<file path="src/stt_pkg.sv">
// Shared types and constants for the software timer task table.
// Used by stt_front, stt_back and software_timer_task_table; depends on nothing.
`default_nettype none

package stt_pkg;

	localparam int DEFAULT_NUM_SLOTS = 8;
	localparam int QUEUE_DEPTH       = 2;

	// Request codes as they arrive on the command port.
	localparam logic [2:0] REQ_REGISTER = 3'd0;
	localparam logic [2:0] REQ_DELAY    = 3'd1;
	localparam logic [2:0] REQ_DELETE   = 3'd2;
	localparam logic [2:0] REQ_TICK     = 3'd3;
	localparam logic [2:0] REQ_SCAN     = 3'd4;

	localparam logic STATUS_OK  = 1'b0;
	localparam logic STATUS_ERR = 1'b1;

	typedef enum logic [2:0] {
		OP_REGISTER,
		OP_DELAY,
		OP_DELETE,
		OP_TICK,
		OP_SCAN,
		OP_ERROR
	} op_t;

	typedef enum logic [1:0] {
		MODE_IDLE  = 2'd0,
		MODE_WAIT  = 2'd1,
		MODE_READY = 2'd2
	} mode_t;

	typedef struct packed {
		logic [2:0]  req_type;
		logic [2:0]  slot;
		logic [15:0] tick_count;
		logic [15:0] period_ticks;
		logic [7:0]  handler_id;
		logic [31:0] arg_word;
	} cmd_t;

	typedef struct packed {
		logic        status;
		logic [2:0]  slot_id;
		logic        dispatched;
		logic [7:0]  run_handler;
		logic [31:0] run_arg;
		logic        last;
	} result_t;

	// One classified item waiting between the front and the back.
	typedef struct packed {
		op_t         op;
		logic        in_range;
		logic [2:0]  slot;
		logic [15:0] tick_count;
		logic [15:0] period_ticks;
		logic [7:0]  handler_id;
		logic [31:0] arg_word;
	} qentry_t;

endpackage

`default_nettype wire

</file>
<file path="src/stt_front.sv">
// Front end of the timer table: decodes each accepted item and keeps it in a short queue.
// Depends on stt_pkg.
`default_nettype none

module stt_front #(
	parameter int NUM_SLOTS = stt_pkg::DEFAULT_NUM_SLOTS
) (
	input  wire             clk,
	input  wire             arst_n,
	input  wire             start,
	input  stt_pkg::cmd_t   cmd,
	output logic            busy,
	output logic            head_valid,
	output stt_pkg::qentry_t head,
	input  wire             pop
);
	import stt_pkg::*;

	localparam int QDEPTH = QUEUE_DEPTH;
	localparam int PTR_W  = (QDEPTH > 1) ? $clog2(QDEPTH) : 1;
	localparam int CNT_W  = $clog2(QDEPTH + 1);

	qentry_t           qe_q [QDEPTH];
	logic [PTR_W-1:0]  wptr_q;
	logic [PTR_W-1:0]  rptr_q;
	logic [CNT_W-1:0]  cnt_q;
	qentry_t           entry;
	logic              push;
	logic              do_pop;

	always_comb begin
		entry              = '0;
		entry.slot         = cmd.slot;
		entry.tick_count   = cmd.tick_count;
		entry.period_ticks = cmd.period_ticks;
		entry.handler_id   = cmd.handler_id;
		entry.arg_word     = cmd.arg_word;
		entry.in_range     = ({29'd0, cmd.slot} < 32'(NUM_SLOTS));
		unique case (cmd.req_type)
			REQ_REGISTER: entry.op = OP_REGISTER;
			REQ_DELAY:    entry.op = OP_DELAY;
			REQ_DELETE:   entry.op = OP_DELETE;
			REQ_TICK:     entry.op = OP_TICK;
			REQ_SCAN:     entry.op = OP_SCAN;
			default:      entry.op = OP_ERROR;
		endcase
	end

	assign busy       = (cnt_q == CNT_W'(QDEPTH));
	assign head_valid = (cnt_q != '0);
	assign head       = qe_q[rptr_q];
	assign push       = start && !busy;
	assign do_pop     = pop && head_valid;

	always_ff @(posedge clk) begin
		if (push) begin
			qe_q[wptr_q] <= entry;
		end
	end

	always_ff @(posedge clk or negedge arst_n) begin
		if (!arst_n) begin
			wptr_q <= '0;
			rptr_q <= '0;
			cnt_q  <= '0;
		end else begin
			if (push) begin
				wptr_q <= (wptr_q == PTR_W'(QDEPTH - 1)) ? '0 : wptr_q + 1'b1;
			end
			if (do_pop) begin
				rptr_q <= (rptr_q == PTR_W'(QDEPTH - 1)) ? '0 : rptr_q + 1'b1;
			end
			if (push && !do_pop) begin
				cnt_q <= cnt_q + 1'b1;
			end else if (do_pop && !push) begin
				cnt_q <= cnt_q - 1'b1;
			end
		end
	end

endmodule

`default_nettype wire

</file>
<file path="src/stt_back.sv">
// Back end of the timer table: slot store and the sequencer that carries out each item.
// Depends on stt_pkg.
`default_nettype none

module stt_back #(
	parameter int NUM_SLOTS = stt_pkg::DEFAULT_NUM_SLOTS
) (
	input  wire              clk,
	input  wire              arst_n,
	input  wire              head_valid,
	input  stt_pkg::qentry_t head,
	output logic             pop,
	output logic             result_strobe,
	output stt_pkg::result_t result
);
	import stt_pkg::*;

	localparam int IDX_W = (NUM_SLOTS > 1) ? $clog2(NUM_SLOTS) : 1;
	localparam logic [IDX_W-1:0] LAST_IDX = IDX_W'(NUM_SLOTS - 1);

	typedef enum logic [2:0] {
		B_IDLE,
		B_REG,
		B_TICK,
		B_SCAN,
		B_DONE
	} bstate_t;

	typedef struct packed {
		logic [15:0] period;
		logic [7:0]  handler;
		logic [31:0] arg;
	} desc_t;

	typedef struct packed {
		logic [2:0]  slot_id;
		logic [7:0]  handler;
		logic [31:0] arg;
	} pend_t;

	// Slot store: modes in flip-flops, the rest in memories.
	mode_t             mode_q [NUM_SLOTS];
	logic [15:0]       ticks_mem [NUM_SLOTS];
	desc_t             desc_mem [NUM_SLOTS];
	logic [15:0]       rd_ticks_q;
	desc_t             rd_desc_q;

	bstate_t           state_q;
	logic [IDX_W-1:0]  idx_q;
	logic              iss_q;
	logic              v_s1;
	logic [IDX_W-1:0]  idx_s1;
	pend_t             pend_q;
	logic              pend_valid_q;
	result_t           res_q;
	logic              strobe_q;

	logic [IDX_W-1:0]  slot_idx;
	logic              slot_ok;
	logic [15:0]       next_ticks;
	logic              found;
	logic              oneshot;
	logic              scan_end;
	logic              pass_end;

	logic              tk_we;
	logic [IDX_W-1:0]  tk_addr;
	logic [15:0]       tk_data;
	logic              ds_we;
	logic              md_we;
	logic [IDX_W-1:0]  md_idx;
	mode_t             md_val;
	logic              emit_v;
	result_t           emit_r;

	assign slot_idx   = IDX_W'(head.slot);
	assign slot_ok    = head.in_range && (mode_q[slot_idx] != MODE_IDLE);
	assign next_ticks = rd_ticks_q - {15'd0, (rd_ticks_q != 16'd0)};
	assign found      = v_s1 && (mode_q[idx_s1] == MODE_READY) && (rd_desc_q.handler != 8'd0);
	assign oneshot    = (rd_desc_q.period == 16'd0);
	assign pass_end   = v_s1 && (idx_s1 == LAST_IDX);
	assign scan_end   = (found && oneshot) || pass_end;

	always_comb begin
		emit_v  = 1'b0;
		emit_r  = '0;
		pop     = 1'b0;
		tk_we   = 1'b0;
		tk_addr = idx_s1;
		tk_data = next_ticks;
		ds_we   = 1'b0;
		md_we   = 1'b0;
		md_idx  = idx_s1;
		md_val  = MODE_IDLE;
		unique case (state_q)
			B_IDLE: begin
				if (head_valid) begin
					unique case (head.op) inside
						OP_DELAY, OP_DELETE: begin
							emit_v         = 1'b1;
							pop            = 1'b1;
							emit_r.last    = 1'b1;
							emit_r.slot_id = head.slot;
							if (slot_ok) begin
								md_we  = 1'b1;
								md_idx = slot_idx;
								if (head.op == OP_DELAY) begin
									tk_we   = 1'b1;
									tk_addr = slot_idx;
									tk_data = head.tick_count;
									md_val  = MODE_WAIT;
								end
							end else begin
								emit_r.status = STATUS_ERR;
							end
						end
						OP_ERROR: begin
							emit_v        = 1'b1;
							pop           = 1'b1;
							emit_r.last   = 1'b1;
							emit_r.status = STATUS_ERR;
						end
						default: begin
						end
					endcase
				end
			end
			B_REG: begin
				if (mode_q[idx_q] == MODE_IDLE) begin
					ds_we          = 1'b1;
					tk_we          = 1'b1;
					tk_addr        = idx_q;
					tk_data        = head.tick_count;
					md_we          = 1'b1;
					md_idx         = idx_q;
					md_val         = (head.tick_count != 16'd0) ? MODE_WAIT : MODE_READY;
					emit_v         = 1'b1;
					pop            = 1'b1;
					emit_r.slot_id = 3'(idx_q);
					emit_r.last    = 1'b1;
				end else if (idx_q == LAST_IDX) begin
					emit_v        = 1'b1;
					pop           = 1'b1;
					emit_r.status = STATUS_ERR;
					emit_r.last   = 1'b1;
				end
			end
			B_TICK: begin
				if (v_s1 && (mode_q[idx_s1] == MODE_WAIT)) begin
					tk_we = 1'b1;
					if (next_ticks == 16'd0) begin
						md_we  = 1'b1;
						md_val = MODE_READY;
					end
				end
				if (pass_end) begin
					emit_v      = 1'b1;
					pop         = 1'b1;
					emit_r.last = 1'b1;
				end
			end
			B_SCAN: begin
				if (found) begin
					md_we = 1'b1;
					if (!oneshot) begin
						tk_we   = 1'b1;
						tk_data = rd_desc_q.period;
						md_val  = MODE_WAIT;
					end
					// An earlier dispatch is known not to be the final one now.
					if (pend_valid_q) begin
						emit_v             = 1'b1;
						emit_r.slot_id     = pend_q.slot_id;
						emit_r.dispatched  = 1'b1;
						emit_r.run_handler = pend_q.handler;
						emit_r.run_arg     = pend_q.arg;
					end
				end
			end
			B_DONE: begin
				emit_v      = 1'b1;
				pop         = 1'b1;
				emit_r.last = 1'b1;
				if (pend_valid_q) begin
					emit_r.slot_id     = pend_q.slot_id;
					emit_r.dispatched  = 1'b1;
					emit_r.run_handler = pend_q.handler;
					emit_r.run_arg     = pend_q.arg;
				end
			end
			default: begin
			end
		endcase
	end

	// Slot memories; read data is registered and used in the following cycle.
	always_ff @(posedge clk) begin
		if (tk_we) begin
			ticks_mem[tk_addr] <= tk_data;
		end
		if (ds_we) begin
			desc_mem[idx_q] <= '{period: head.period_ticks, handler: head.handler_id,
				arg: head.arg_word};
		end
		rd_ticks_q <= ticks_mem[idx_q];
		rd_desc_q  <= desc_mem[idx_q];
	end

	always_ff @(posedge clk or negedge arst_n) begin
		if (!arst_n) begin
			for (int i = 0; i < NUM_SLOTS; i++) begin
				mode_q[i] <= MODE_IDLE;
			end
		end else if (md_we) begin
			mode_q[md_idx] <= md_val;
		end
	end

	always_ff @(posedge clk or negedge arst_n) begin
		if (!arst_n) begin
			state_q      <= B_IDLE;
			idx_q        <= '0;
			iss_q        <= 1'b0;
			v_s1         <= 1'b0;
			idx_s1       <= '0;
			pend_q       <= '0;
			pend_valid_q <= 1'b0;
			res_q        <= '0;
			strobe_q     <= 1'b0;
		end else begin
			strobe_q <= emit_v;
			if (emit_v) begin
				res_q <= emit_r;
			end
			unique case (state_q)
				B_IDLE: begin
					if (head_valid) begin
						unique case (head.op)
							OP_REGISTER: begin
								idx_q   <= '0;
								state_q <= B_REG;
							end
							OP_TICK: begin
								idx_q   <= '0;
								iss_q   <= 1'b1;
								v_s1    <= 1'b0;
								state_q <= B_TICK;
							end
							OP_SCAN: begin
								idx_q        <= '0;
								iss_q        <= 1'b1;
								v_s1         <= 1'b0;
								pend_valid_q <= 1'b0;
								state_q      <= B_SCAN;
							end
							default: begin
							end
						endcase
					end
				end
				B_REG: begin
					if (pop) begin
						state_q <= B_IDLE;
					end else begin
						idx_q <= idx_q + 1'b1;
					end
				end
				B_TICK, B_SCAN: begin
					if ((state_q == B_SCAN) && scan_end) begin
						// A freed one-shot slot or the end of the table closes the scan;
						// a read still in flight is dropped.
						iss_q   <= 1'b0;
						v_s1    <= 1'b0;
						state_q <= B_DONE;
					end else begin
						v_s1   <= iss_q;
						idx_s1 <= idx_q;
						if (iss_q) begin
							if (idx_q == LAST_IDX) begin
								iss_q <= 1'b0;
							end else begin
								idx_q <= idx_q + 1'b1;
							end
						end
						if ((state_q == B_TICK) && pass_end) begin
							state_q <= B_IDLE;
						end
					end
					if ((state_q == B_SCAN) && found) begin
						pend_q       <= '{slot_id: 3'(idx_s1), handler: rd_desc_q.handler,
							arg: rd_desc_q.arg};
						pend_valid_q <= 1'b1;
					end
				end
				B_DONE: begin
					pend_valid_q <= 1'b0;
					state_q      <= B_IDLE;
				end
				default: begin
					state_q <= B_IDLE;
				end
			endcase
		end
	end

	assign result_strobe = strobe_q;
	assign result        = res_q;

endmodule

`default_nettype wire

</file>
<file path="src/software_timer_task_table.sv">
// Top level of the software timer task table: front end, queue and slot sequencer.
// Depends on stt_pkg, stt_front and stt_back.
`default_nettype none

// A table of NUM_SLOTS timer slots driven by register, delay, delete, tick and
// dispatch scan items.
// Command channel: an item on cmd is accepted at a rising edge where start is
// high and busy is low. Accepted items are decoded and placed in a two-entry
// queue, so the source may hand over the next item while the back end is still
// working; busy rises only when the queue is full.
// Result channel: every result sits on result for exactly one cycle with
// result_strobe high. The receiver cannot stall; results are never held back.
// Each item gives one result, except a dispatch scan that dispatches slots,
// which gives one per dispatched slot; every item's final result carries last.
// Timing: the back end takes one item at a time from the queue. Delay, delete
// and unknown requests are answered straight from the idle state. Register
// passes through the idle state, then searches the slots in order, one per
// cycle, up to the lowest free slot, or to the last slot when the table is
// full. Tick walks every slot of the tick-count memory in order. A dispatch
// scan walks the slots the same way and stops early at a freed one-shot slot.
// When the queue was empty, an accepted item passes through the queue register
// and the result register before its first result appears.
// Reset: arst_n clears every slot to idle and empties the queue; the data
// stores of a slot are written by register before the slot is ever used.
module software_timer_task_table #(
	parameter int NUM_SLOTS = stt_pkg::DEFAULT_NUM_SLOTS
) (
	input  wire              clk,
	input  wire              arst_n,
	input  wire              start,
	input  stt_pkg::cmd_t    cmd,
	output logic             busy,
	output logic             result_strobe,
	output stt_pkg::result_t result
);
	import stt_pkg::*;

	logic    head_valid;
	qentry_t head;
	logic    pop;

	stt_front #(
		.NUM_SLOTS(NUM_SLOTS)
	) u_front (
		.clk       (clk),
		.arst_n    (arst_n),
		.start     (start),
		.cmd       (cmd),
		.busy      (busy),
		.head_valid(head_valid),
		.head      (head),
		.pop       (pop)
	);

	stt_back #(
		.NUM_SLOTS(NUM_SLOTS)
	) u_back (
		.clk          (clk),
		.arst_n       (arst_n),
		.head_valid   (head_valid),
		.head         (head),
		.pop          (pop),
		.result_strobe(result_strobe),
		.result       (result)
	);

	// An accepted item is waiting for the back end in the next cycle.
	a_accept_queued: assert property (@(posedge clk) disable iff (!arst_n)
		(start && !busy) |=> head_valid)
		else $error("accepted item missing from queue");

	// Only a dispatch result can be followed by more results of the same item.
	a_nondispatch_last: assert property (@(posedge clk) disable iff (!arst_n)
		(result_strobe && !result.dispatched) |-> result.last)
		else $error("non-dispatch result not marked last");

	// A dispatched slot always has a handler and never reports an error.
	a_dispatch_handler: assert property (@(posedge clk) disable iff (!arst_n)
		(result_strobe && result.dispatched) |->
			(result.run_handler != 8'd0) && (result.status == STATUS_OK))
		else $error("dispatch without handler or with error status");

	// The queue is popped only while it holds an item.
	a_pop_nonempty: assert property (@(posedge clk) disable iff (!arst_n)
		pop |-> head_valid)
		else $error("queue popped while empty");

endmodule

`default_nettype wire

</file>
<file path="config.mk">
export PLATFORM = sky130hd
export DESIGN_NAME = software_timer_task_table
export DESIGN_NICKNAME = d
export VERILOG_FILES = /design/src/stt_pkg.sv /design/src/stt_front.sv /design/src/stt_back.sv /design/src/software_timer_task_table.sv
export SDC_FILE = /design/constraint.sdc
export NUM_CORES = 1
export LEC_CHECK = 0
export BUFFER_PORTS_ARGS = -buffer_cell sky130_fd_sc_hd__buf_2
export CAP_MARGIN = 5
export CORE_MARGIN = 2
export CORE_UTILIZATION = 50
export CTS_BUF_LIST = sky130_fd_sc_hd__clkbuf_4
export CTS_CLUSTER_SIZE = 28
export DETAILED_ROUTE_END_ITERATION = 16
export GPL_TIMING_DRIVEN = 0
export PLACE_DENSITY = 0.74
export SYNTH_ARGS = -nofsm -noshare
export SYNTH_HDL_FRONTEND = slang
export SYNTH_SLANG_ARGS = --single-unit
</file>
<file path="constraint.sdc">
create_clock -name clk -period 11.9 [get_ports clk]
set_input_delay 1.785 -clock clk [delete_from_list [all_inputs] [get_ports clk]]
set_output_delay 1.785 -clock clk [all_outputs]
set_load 0.01 [all_outputs]
</file>
# Word-level counts from Yosys, hierarchy flattened
# Memory sizes are Yosys's and may differ from the RTL's. A register that Yosys moved wholly into a read port is not among the register bits.
# Cells that the tools add are included.
[word_totals] reg_bits=122 ramBits=732 inputBits=81 output_inout_bits=48 memories=3
[mem_list] name="u_back.desc_mem" words=8 word_bits=56 rd=1 rd_ports_with_merged_regs=1 write_ports=1 line="stt_back.sv:44" source="desc_t desc_mem [NUM_SLOTS];"
[mem_list] name="u_front.qe_q" words=2 word_bits=78 rd=1 rd_ports_with_merged_regs=0 write_ports=1 line="stt_front.sv:23" source="qentry_t qe_q [QDEPTH];"
[mem_list] name="u_back.ticks_mem" words=8 word_bits=16 rd=1 rd_ports_with_merged_regs=1 write_ports=1 line="stt_back.sv:43" source="logic [15:0] ticks_mem [NUM_SLOTS];"
[op_classes] addsub=6 order_cmp=5 n_eq_ne=30 mux=116 bitwise_logic=5 reduce_logical=44
[ops] operator="$mux 16" n=7
[ops] operator="$mux 44" n=2
[ops] operator="$pmux 41 s2" n=1
[ops] operator="$mux 3" n=20
[ops] operator="$pmux 16 s3" n=1
[ops] operator="$mux 1" n=46
[ops] operator="$logic_not 16->1" n=2
[ops] operator="$mux 2" n=16
[ops] operator="$reduce_bool 16->1" n=2
[ops] operator="$pmux 3 s3" n=3
[ops] operator="$bmux 2 s3" n=3
[ops] operator="$eq 3x2->1 const B" n=6
[ops] operator="$eq 3x3->1 const B" n=6
[ops] operator="$bwmux 16" n=1
[ops] operator="$ge 4x4->1 const B" n=4
[ops] operator="$ne 2x2->1 const B" n=8
[ops] operator="$not 3->4" n=4
[ops] operator="$sub 16x1->16" n=1
[ops] operator="$pmux 3 s5" n=1
[ops] operator="$logic_and 1x1->1" n=13
[ops] operator="$pmux 1 s4" n=3
[ops] operator="$pmux 3 s2" n=2
[ops] operator="$pmux 3 s4" n=1
[ops] operator="$eq 3x1->1 const B" n=3
[ops] operator="31 further kinds" n=50

# Logic depth before layout (Yosys ltp)
# An unclocked memory read counts as a cell.
[logic_depth] ltp_word=17 mapped_depth=15 mapped_depth_nobuf=14

# Hierarchy
# From an unflattened synthesis, not the netlist that was laid out.
[hier_totals] cells_unflattened=1766 area_unflattened_um2=35197.5
[by_module_without_submodules] mod="stt_back" n_inst=1 cells_each=1499 area_per_inst_um2=29306.9 seq_area_each_um2=21690.8
[by_module_without_submodules] mod="stt_front" n_inst=1 cells_each=267 area_per_inst_um2=5890.6 seq_area_each_um2=4784.6

# Worst setup path after synthesis
# Ideal clock, no wire load.
[synth_path] kind="input-to-reg" startpoint="in start" endpoint="mem u_front.qe_q[0][0] (netlist bit) (enable)" setup_ps=515 arrival_ps=5128 path_slack_ps=6257 path_stages=2 path_cell_list="nand2_1 -> nor2_1"
[synth_via] elab_chain_len=3
[synth_rtl] element="start: declaration" line="software_timer_task_table.sv:30" source="input wire start,"
[synth_rtl] element="$logic_and 1x1->1" line="stt_front.sv:52" source="assign push = start && !busy;"
[synth_rtl] element="$mux 1" line="stt_front.sv:56" source="if (push) begin"
[synth_rtl] element="$mux 1 (not written as such)" line="stt_front.sv:57" source="qe_q[wptr_q] <= entry;"
[synth_rtl] element="end: declaration" line="stt_front.sv:23"
# No other way between the ends.

# Worst setup path after layout
[layout_path] startpoint="reg u_back.idx_s1[2]" endpoint="mem u_back.ticks_mem[1][7] (enable)"
[layout_via] elab_chain_len=11
[layout_rtl] element="start: declaration" line="stt_back.sv:52" source="logic [IDX_W-1:0] idx_s1;"
[layout_rtl] element="start signal: assignment" line="stt_back.sv:277" source="idx_s1 <= idx_q;"
[layout_rtl] element="$not 3->4 (not written as such)" line="stt_back.sv:79, stt_back.sv:149"
[layout_rtl] element="$bmux 2 s3" line="stt_back.sv:79, stt_back.sv:149"
[layout_rtl] element="$mux 2 (not written as such) (2 in a row)" line="stt_back.sv:79, stt_back.sv:149"
[layout_rtl] element="$eq 2x2->1" line="stt_back.sv:79" source="assign found = v_s1 && (mode_q[idx_s1] == MODE_READY) && (rd_desc_q.handler != 8'd0);"
[layout_rtl] element="$logic_and 1x1->1 (2 in a row)" line="stt_back.sv:79"
[layout_rtl] element="$mux 1" line="stt_back.sv:163" source="if (found) begin"
[layout_rtl] element="$pmux 1 s4" line="stt_back.sv:95" source="unique case (state_q)"
[layout_rtl] element="$mux 1" line="stt_back.sv:198" source="if (tk_we) begin"
[layout_rtl] element="$mux 1 (not written as such)" line="stt_back.sv:199" source="ticks_mem[tk_addr] <= tk_data;"
[layout_rtl] element="end: declaration" line="stt_back.sv:43"
# Several ways; a longest one is shown, not always the timed one. The select of a mux whose other input is x is not followed.

==> reports/metrics.yaml <==
status: "finished, final reports clean"
crit_family: "simple AND/OR/NAND/NOR gates"
ant_nets: 0
avgSynthCellArea_um2: 18.4
clk_path_buf_depth: 3
cts.repair.resized: 0
dp_hpwl_um: 50400
clock-root-buffer: "clkbuf_4"
grt_max_degree: 85
ioPinCount: 129
ys_warn_count: 0
initial_core_util: 0.503
p_leak_nw: 14.7
hold_viol_final: 0
fin_setup_tns_ps: 0
hold_ws_ps: 442
cap_violations: 0
cts_setup_buffers: 0
cts_tree: "done"
min_path_cells: 1
worstSetupPathType: "reg2reg"
critical_path.cell_chain: "clkbuf_1 > mux4_2 > mux2i_1 > a41o_1 > o311ai_0 > a21oi_1 > or2_2 > nand2b_1 > nor3_2 > buf_8"
vias: 19100
grt_pass1_vias: 19700
synth_commonest_cells: "edfxtp_1, nand2_1, mux4_2"
fmax_mhz: 208
synth_edf_count: 732
rsz0062_at_grt: "false"
die-width_um: 269
place_congestion: 0.884
nFillCells: 5105
tightest_slew_ps: 1100
cts_buffers: 213
placementRows: 97
ir_drop_mv: 0.127
final_layout_size_suffix_gt1_frac: 0.332
via_per_inst: 5.60
cts.hold.buffers_added: 0
synthTopCellsByArea: "edfxtp_1, mux4_2, dfrtp_1"
finalClockSkew_ps: 58.0
grt_use_met1: 0.287
routedWlPerCell_um: 22.5
synth_top_area_share: 0.626
use_met3: 0.0602
start_kind: "flip-flop"
multiInputGateArea_mm2: 0.00831
p_per_area_mw_per_mm2: 244
fp.dieH_um: 269
worstPathArrival_ps: 5530
grt-busiest-layer: "met2"
worstReg2RegStart: "u_back.idx_s1[2]"
synthArstFlopShare: 0.132
dieArea_mm2: 0.0724
yosys.area.top_type: "edfxtp_1"
ys_seq_area_frac: 0.754
setup_viol: 0
ctsHtreeMaxLevel: 4
syn_nets: 1994
clk_latency_ps: 1080
core_region_area_mm2: 0.0698
grt_overflow: 0
layout_min_cycle_time_ps: 4800
numPortBuffers: 128
seqCellArea_mm2: 0.0265
fin_nets: 2366
grt_first_pass_wirelength_um: 115000
syn_inst: 1908
min_from: "u_back.rd_desc_q[24]"
max_stage_delay_ps: 880
worst-path-stages: 10
wl_um: 76700
areaGrowthSynthToFinish_pct: 15.3
clock-sinks: 926
gr-usage-all-layers: 0.217
endpoint_kind: "flip-flop"
slew_viol_final: 0
synth-seq-cells: 926
drc: 0
synthFlopType: "edfxtp_1"
firstDrtPassIters: 6
critPathMaxFanout: 10
syn_area_mm2: 0.0351
synth_cell_types: 77
clk_pin_slew_ps: 70
timing.final.crit_share: 0.403
slew_headroom: 0.258
worstRegToRegCells: 10
antenna_found_initial: 2
worstSetupStartpoint: "u_back.idx_s1[2]"
cp_slowest_cell: "nor3_2"
synth_most_common_cell: "edfxtp_1"
drtIter0Drc: 1852
crit_buf_inv: 2
cp.required_ps: 12630
met2_usage: 0.350
hp-class: "reg2reg"
==> metrics by stage <==
| step | setup slack [ps] | power (mW) | cells | util | instance area, µm² |
|---|---|---|---|---|---|
| finish | 7100 | 9.88 | 3412 | 0.580 | 40500 |
| global route | 6960 | 10.4 | 3411 | 0.580 | 40500 |
| CTS | 7150 | 9.95 | 3409 | 0.580 | 40500 |
| detailed placement | 7170 | 7.44 | 3005 | 0.539 | 37600 |
| global placement | 3590 | 7.29 | 2976 | 0.529 | 36900 |
| floorplan | 6260 | 6.46 | 1908 | - | 35100 |
==> worst reg2reg max path, delay by kind of cell, from the launching register on <==
kind	cells	cell delay, ps
mux	2	810
buf+inv	2	760
compound gates	3	1260
flops	1	380
simple gates	3	1280
==> layer usage <==
metal	vias to the layer above	routed length [µm]
met5	-	0
met4	0	2000
met2	795	37700
met3	144	5860
li1	8438	-
met1	9739	31100
==> cell type report <==
class | instances | share of cell area
Tap cell | 940 | 0.0290
Sequential cell | 926 | 0.654
Buffer | 88 | 0.00924
Inverter | 17 | 0.00158
Clock buffer | 329 | 0.0610
Clock inverter | 75 | 0.00952
Antenna cell | 3 | 0.000185
Multi-Input combinational cell | 877 | 0.205
Timing Repair Buffer | 157 | 0.0304
==> layout by cell type, fill, tap and decap left out, types with 6 or more instances in the layout <==
cell,Yosys,layout
mux2i_1,26,26
nor2b_1,6,6
clkbuf_1,41,41
clkinv_1,0,59
nor4_1,11,11
edfxtp_1,732,732
mux2_1,11,11
inv_1,17,17
dfrtp_1,122,122
buf_1,28,27
dfxtp_1,72,72
clkbuf_4,0,329
nor2_1,48,39
nor2_4,0,9
nand2_1,264,264
o221ai_1,14,14
a22o_1,42,42
mux2_2,109,109
o21ai_0,19,19
nor3b_1,8,8
xor2_1,6,6
mux4_2,148,148
nand4_1,8,8
buf_2,16,144
nor3_1,21,13
buf_12,0,13
a21o_1,6,6
nor3_2,2,10
xnor2_1,14,14
buf_16,0,8
nand3_1,10,10
a21oi_1,13,13
buf_6,3,8
==> cell families (layout without fill, tap and decap cells) <==
group | count (synthesis) | count (layout) | share of synthesized area
mux | 296 | 296 | 0.142
simple gates | 419 | 419 | 0.0539
xor+xnor | 20 | 20 | 0.00499
compound gates | 137 | 137 | 0.0309
other cells | 0 | 3 | 0
flops | 926 | 926 | 0.754
fa+ha+maj | 5 | 5 | 0.00178
buf+inv | 105 | 666 | 0.0124
==> power breakdown <==
| group | internal, mW | switching (mW) | leakage [nW] |
|---|---|---|---|
| logic | 1.05 | 1.73 | 4.10 |
| registers | 4.38 | 0.204 | 8.92 |
| clock network | 1.31 | 1.21 | 1.67 |
==> sequential cells by signal, summed over array words and instances, names as in the netlist, 3 cells and up <==
register and flops:
u_back.pend_q 43, u_back.result 46, u_back.idx_q 3, u_back.ticks_mem 128
u_front.qe_q 156, u_back.rd_ticks_q 16, u_back.mode_q 16, u_back.desc_mem 448
u_back.idx_s1 3, u_back.rd_desc_q 56, u_back.state_q 3
==> final timing paths <==
kind | to | slack (ps)
max | u_back.ticks_mem[1][7] | 7100
min | u_back.pend_q[24] | 440
max reg2reg | u_back.ticks_mem[1][7] | 7100
min reg2reg | u_back.pend_q[24] | 440
max in group asynchronous | u_back.result[30] | 10470
min in group asynchronous | u_back.result[12] | 600
No activity file was read; power rests on OpenSTA's default activity.
